<file path="src/hw/rtl/soxp_pkg.sv">
package soxp_pkg;

  typedef struct packed {
    logic [7:0] data_byte;
    logic       request_start;
  } req_t;

  typedef struct packed {
    logic [2:0]  status;
    logic [15:0] dst_port;
    logic [31:0] dest_ip;
    logic [7:0]  name_byte;
    logic        name_byte_valid;
  } res_t;

  typedef enum logic [4:0] {
    PH_HEADER   = 5'b00001,
    PH_USERID   = 5'b00010,
    PH_NAME     = 5'b00100,
    PH_DONE     = 5'b01000,
    PH_REJECTED = 5'b10000
  } phase_t;

  localparam logic [2:0] ST_BUSY        = 3'd0;
  localparam logic [2:0] ST_DONE_IP     = 3'd1;
  localparam logic [2:0] ST_DONE_NAME   = 3'd2;
  localparam logic [2:0] ST_BAD_VERSION = 3'd3;
  localparam logic [2:0] ST_BAD_COMMAND = 3'd4;
  localparam logic [2:0] ST_ZERO_PORT   = 3'd5;
  localparam logic [2:0] ST_NAME_LONG   = 3'd6;
  localparam logic [2:0] ST_IGNORED     = 3'd7;

  localparam logic [7:0] PROTO_VERSION    = 8'd4;
  localparam logic [7:0] SOCKS_CONNECT    = 8'd1;
  localparam logic [9:0] NAME_LIMIT_RESET = 10'd500;

  localparam logic [2:0] HDR_VERSION  = 3'd0;
  localparam logic [2:0] HDR_COMMAND  = 3'd1;
  localparam logic [2:0] HDR_PORT_HI  = 3'd2;
  localparam logic [2:0] HDR_PORT_LO  = 3'd3;
  localparam logic [2:0] HDR_LAST     = 3'd7;

endpackage

</file>
<file path="src/hw/rtl/socks4a_request_parser_unit.sv">
// result: registered, on res in the cycle after an item is accepted
// throughput: one item per cycle while res_ready is high; the result register frees each cycle it is taken
// the parser state updates in the same cycle as the accept, so items chain with no gap
// reset (rst, synchronous): parser in header phase, no result pending,
// max_name_len back to 500
module socks4a_request_parser_unit (
  input  logic              clk,
  input  logic              rst,
  input  logic              req_valid,
  output logic              req_ready,
  input  soxp_pkg::req_t    req,
  output logic              res_valid,
  input  logic              res_ready,
  output soxp_pkg::res_t    res,
  input  logic              cfg_valid,
  output logic              cfg_ready,
  input  logic [9:0]        cfg_data
);

  soxp_pkg::phase_t phase, phase_next, phase_cur;
  logic [2:0]  header_index, header_index_next, header_index_cur;
  logic [7:0]  version_seen, version_seen_next;
  logic [7:0]  command_seen, command_seen_next;
  logic [15:0] port_value, port_value_next;
  logic [31:0] ip_value, ip_value_next;
  logic [9:0]  name_count, name_count_next, name_count_cur;
  logic [9:0]  max_name_len;
  soxp_pkg::res_t res_next;
  logic accept;

  assign req_ready = !res_valid || res_ready;
  assign accept    = req_valid && req_ready;
  assign cfg_ready = 1'b1;

  always_comb begin
    phase_cur         = req.request_start ? soxp_pkg::PH_HEADER : phase;
    header_index_cur  = req.request_start ? 3'd0 : header_index;
    name_count_cur    = req.request_start ? 10'd0 : name_count;
    phase_next        = phase_cur;
    header_index_next = header_index_cur;
    name_count_next   = name_count_cur;
    version_seen_next = version_seen;
    command_seen_next = command_seen;
    port_value_next   = port_value;
    ip_value_next     = ip_value;
    res_next          = '0;
    res_next.status   = soxp_pkg::ST_BUSY;
    case (phase_cur)
      soxp_pkg::PH_HEADER: begin
        case (header_index_cur)
          soxp_pkg::HDR_VERSION: version_seen_next = req.data_byte;
          soxp_pkg::HDR_COMMAND: command_seen_next = req.data_byte;
          soxp_pkg::HDR_PORT_HI: port_value_next = {req.data_byte, port_value[7:0]};
          soxp_pkg::HDR_PORT_LO: port_value_next = {port_value[15:8], req.data_byte};
          default:               ip_value_next = {ip_value[23:0], req.data_byte};
        endcase
        header_index_next = header_index_cur + 3'd1;
        if (header_index_cur == soxp_pkg::HDR_LAST) begin
          if (version_seen_next != soxp_pkg::PROTO_VERSION) begin
            res_next.status = soxp_pkg::ST_BAD_VERSION;
            phase_next      = soxp_pkg::PH_REJECTED;
          end else if (command_seen_next != soxp_pkg::SOCKS_CONNECT) begin
            res_next.status = soxp_pkg::ST_BAD_COMMAND;
            phase_next      = soxp_pkg::PH_REJECTED;
          end else if (port_value_next == 16'd0) begin
            res_next.status = soxp_pkg::ST_ZERO_PORT;
            phase_next      = soxp_pkg::PH_REJECTED;
          end else begin
            phase_next = soxp_pkg::PH_USERID;
          end
        end
      end
      soxp_pkg::PH_USERID: begin
        if (req.data_byte == 8'd0) begin
          if (ip_value[31:8] == 24'd0 && ip_value[7:0] != 8'd0) begin
            phase_next = soxp_pkg::PH_NAME;
          end else begin
            phase_next      = soxp_pkg::PH_DONE;
            res_next.status = soxp_pkg::ST_DONE_IP;
          end
        end
      end
      soxp_pkg::PH_NAME: begin
        if (name_count_cur >= max_name_len) begin
          res_next.status = soxp_pkg::ST_NAME_LONG;
          phase_next      = soxp_pkg::PH_REJECTED;
        end else begin
          name_count_next = name_count_cur + 10'd1;
          if (req.data_byte == 8'd0) begin
            res_next.status = soxp_pkg::ST_DONE_NAME;
            phase_next      = soxp_pkg::PH_DONE;
          end else begin
            res_next.name_byte       = req.data_byte;
            res_next.name_byte_valid = 1'b1;
          end
        end
      end
      default: begin
        res_next.status = soxp_pkg::ST_IGNORED;
      end
    endcase
    if (phase_next == soxp_pkg::PH_USERID || phase_next == soxp_pkg::PH_NAME ||
        phase_next == soxp_pkg::PH_DONE) begin
      res_next.dst_port = port_value_next;
      res_next.dest_ip  = ip_value_next;
    end
  end

  always_ff @(posedge clk) begin
    if (rst) begin
      phase        <= soxp_pkg::PH_HEADER;
      header_index <= 3'd0;
      name_count   <= 10'd0;
      max_name_len <= soxp_pkg::NAME_LIMIT_RESET;
      res_valid    <= 1'b0;
    end else begin
      if (cfg_valid && cfg_ready) begin
        max_name_len <= cfg_data;
      end
      if (accept) begin
        phase        <= phase_next;
        header_index <= header_index_next;
        name_count   <= name_count_next;
        res_valid    <= 1'b1;
      end else if (res_ready) begin
        res_valid <= 1'b0;
      end
    end
  end

  always_ff @(posedge clk) begin
    if (accept) begin
      version_seen <= version_seen_next;
      command_seen <= command_seen_next;
      port_value   <= port_value_next;
      ip_value     <= ip_value_next;
      res          <= res_next;
    end
  end

endmodule

</file>
<file path="config.mk">
export PLATFORM = sky130hd
export DESIGN_NAME = socks4a_request_parser_unit
export DESIGN_NICKNAME = d
export VERILOG_FILES = /design/src/hw/rtl/soxp_pkg.sv /design/src/hw/rtl/socks4a_request_parser_unit.sv
export SDC_FILE = /design/constraint.sdc
export NUM_CORES = 1
export LEC_CHECK = 0
export BUFFER_PORTS_ARGS = -buffer_cell sky130_fd_sc_hd__buf_2
export CORE_ASPECT_RATIO = 1.4
export CORE_MARGIN = 5
export CORE_UTILIZATION = 44
export CTS_CLUSTER_SIZE = 30
export DETAILED_ROUTE_END_ITERATION = 12
export PLACE_DENSITY = 0.72
export SETUP_SLACK_MARGIN = 0.2
export SYNTH_ARGS = -nofsm -noshare
export SYNTH_HDL_FRONTEND = slang
export SYNTH_SLANG_ARGS = --single-unit
</file>
<file path="constraint.sdc">
create_clock -name clk -period 6.35 [get_ports clk]
set_input_delay 0.635 -clock clk [delete_from_list [all_inputs] [get_ports clk]]
set_output_delay 0.635 -clock clk [all_outputs]
set_load 0.05 [all_outputs]
</file>
==> flow_metrics.py <==
metrics = {
    "run_status": {
        "status": "complete, no violations",
    },
    "global_route": {
        "grt_overflow": 0,
        "grt_pass1_wl_um": 29400,
        "antenna_found_initial": 1,
        "grt_pass1_vias": 5649,
        "grt_start_max_net_pins": 71,
        "grt_util_all_layers_pct": 18.1,
    },
    "clocking": {
        "cts.sinks": 153,
        "post_cts_buffers": 0,
        "clkTransAtPathRegs_ps": 60,
        "cts_resized": 0,
        "cts_hold_buf": 0,
        "cts_root_buf": "clkbuf_16",
        "clockBufferDepth": 2,
        "clk_latency_ps": 430,
        "numCtsBuffers": 17,
        "cts_tree": "built",
        "cts_htree_levels": 4,
    },
    "setup_path": {
        "start_kind": "input port",
        "critPathRequiredTime_ps": 6460,
        "endpoint_kind": "flop",
        "critPathKind": "input port to flop",
        "worstPathArrival_ps": 4560,
        "worstPathMaxFanout": 48,
    },
    "cells_and_area": {
        "nFillCells": 1544,
        "n_antenna_cell": 0,
        "seq_area_sq_um": 4300,
        "nNetsFinal": 738,
        "multi_input_area_sq_um": 3150,
        "drive_above_1_share_pct": 28.9,
        "area_growth_pct": 14.2,
    },
    "timing": {
        "worst_pin_slew_ps": 1130,
        "rsz0062_at_grt": "no",
        "period_share_pct": 70.2,
        "slew_headroom_pct": 24.4,
        "fin_setup_tns_ps": 0,
        "skew_ps": 11.6,
        "setup_viol": 0,
        "hold_violations": 0,
        "finalCriticalPeriod_ps": 4460,
        "max_clock_freq_ghz": 0.224,
        "slew_violations": 0,
        "fin_hold_ws_ps": 430,
    },
    "logic_synthesis": {
        "synth_enable_flop_cells": 124,
        "ys_top_cells_by_area": "edfxtp_1 48%, dfxtp_1 7.5%, mux2_2 6.1%, o2111ai_1 3.7%, ha_1 2.7%",
        "syn_area_per_cell_sq_um": 12.2,
        "synth_ff_type": "edfxtp_1",
        "yosysTopAreaCellShare_pct": 47.9,
        "async_flop_share_pct": 0,
        "ys_ff_latch": 153,
        "synth_area_sq_um": 7770,
        "synthCells": 635,
        "yosysWarningCount": 0,
        "synth_cell_type_count": 67,
        "synth.most_common_cell": "edfxtp_1",
        "yosys-top-cells-count": "124 x edfxtp_1, 42 x mux2_2, 42 x nand2_1",
        "yosysSeqAreaShare_pct": 55.4,
        "synth_nets": 676,
        "yosysTopAreaCell": "edfxtp_1",
    },
    "floorplan": {
        "die_width_um": 122,
        "initial_core_util_pct": 44.7,
        "die_h_um": 167,
        "core_area_sq_um": 17400,
        "dieArea_sq_um": 20500,
        "io_pins": 87,
        "placementRows": 57,
    },
    "routing": {
        "wl_per_cell_um": 19.4,
        "vias": 5535,
        "dr.pass1.iters": 5,
        "routed_wl_um": 18400,
        "routed_via_density": 5.85,
        "ant_nets": 0,
        "drc": 0,
        "drt_iter0_markers": 497,
    },
    "power": {
        "p_per_area_nw_per_um2": 280,
        "p_leak_nw": 3.22,
        "worst_ir_drop_vdd_mv": 0.114,
    },
    "job": {
        "maxCapViolCount": 0,
    },
    "min_path": {
        "hold_path_class": "input port to flop",
    },
    "placement": {
        "hpwl_um": 12300,
        "globalplace.congestion": 0.873,
        "io_buffers": 85,
    },
}
==> layer usage <==
| metal | routed length, um | part of all wire (%) | GRT usage [%] | vias to the layer above |
|---|---|---|---|---|
| li1 | - | - | - | 2604 |
| met1 | 7300 | 40 | 21.8 | 2691 |
| met2 | 9720 | 53 | 31.3 | 197 |
| met3 | 859 | 4.7 | 3.64 | 41 |
| met4 | 475 | 2.6 | 7.36 | 2 |
| met5 | 7 | 0.038 | 0 | - |
==> layout make-up <==
class | instances | area share [%]
clock buffers | 18 | 4.84
clock inverters | 14 | 1.38
well taps | 236 | 3.33
repair buffers | 92 | 5.38
flip-flops and latches | 153 | 48.5
multi-input cells | 408 | 35.5
inverters | 25 | 1.09
==> placed cells by master, fill, tap and decap left out, types with 6 or more instances in the layout <==
cell	instances
nor2_1	30
buf_2	85
mux2_2	42
a22o_1	17
and3_1	6
o211ai_1	10
mux2i_1	7
nand3_1	8
nor4_1	12
o2111ai_1	32
a21boi_0	12
inv_1	23
edfxtp_1	124
clkbuf_16	17
a21boi_1	6
ha_1	17
o2111a_1	16
dfxtp_1	29
nand2_1	42
nor3_1	12
o21ai_0	9
nand2b_1	9
a21oi_1	18
buf_4	7
a21oi_2	20
nand4_1	6
and2_1	6
nor2b_1	10
==> registers in the layout, indices dropped and copies added (netlist names), 5 cells and up <==
register,flops
res,60
version_seen,8
max_name_len,10
ip_value,32
name_count,10
phase,5
command_seen,8
port_value,16
==> cell families (layout without fill, tap and decap cells) <==
kind of cell	after synthesis	after routing	synth area share, %
compound gates	170	170	18.3
xor+xnor	9	9	1.01
fa+ha+maj	17	17	2.74
buf+inv	74	149	4.41
flops	153	153	55.4
mux	49	49	6.99
other cells	1	1	0.0482
simple gates	162	162	11.1
==> metrics by stage <==
| stage | cell area (sq um) | setup slack (ps) | total power [mW] | cells | utilization [%] |
|---|---|---|---|---|---|
| CTS | 8880 | 1940 | 2.49 | 946 | 51.0 |
| detailed placement | 8320 | 1470 | 1.54 | 914 | 47.8 |
| global route | 8880 | 1580 | 2.57 | 946 | 51.0 |
| floorplan | 7770 | 889 | 1.46 | 635 | - |
| global placement | 8320 | 1740 | 1.53 | 914 | 47.8 |
| finish | 8880 | 1890 | 2.48 | 946 | 51.0 |
==> worst paths after layout <==
kind	cells past startpoint	startpoint	slack [ps]	endpoint
worst max-delay path	13	req[0]	1890	res[43]
worst min-delay path	3	cfg_data[2]	430	max_name_len[2]
worst max register to register	10	header_index[0]	2340	res[43]
worst min register to register	2	max_name_len[2]	500	max_name_len[2]
==> power breakdown <==
part           total (mW)  leakage (nW)  switching, mW  internal (mW)
clock               0.958         0.263          0.418          0.540
sequential           1.19          1.46         0.0344           1.16
combinational       0.330          1.50          0.232         0.0976
==> worst max-delay path: stages <==
cell and delay, ps:
buf_2 290, inv_1 220, nand2_1 170, inv_1 90, ha_1 220, ha_1 290
or3_1 370, nor3_1 140, a211oi_1 70, or4_4 560, a41oi_2 300, nand2b_2 910
a21boi_0 270
No activity file was read; power rests on OpenSTA's default activity.
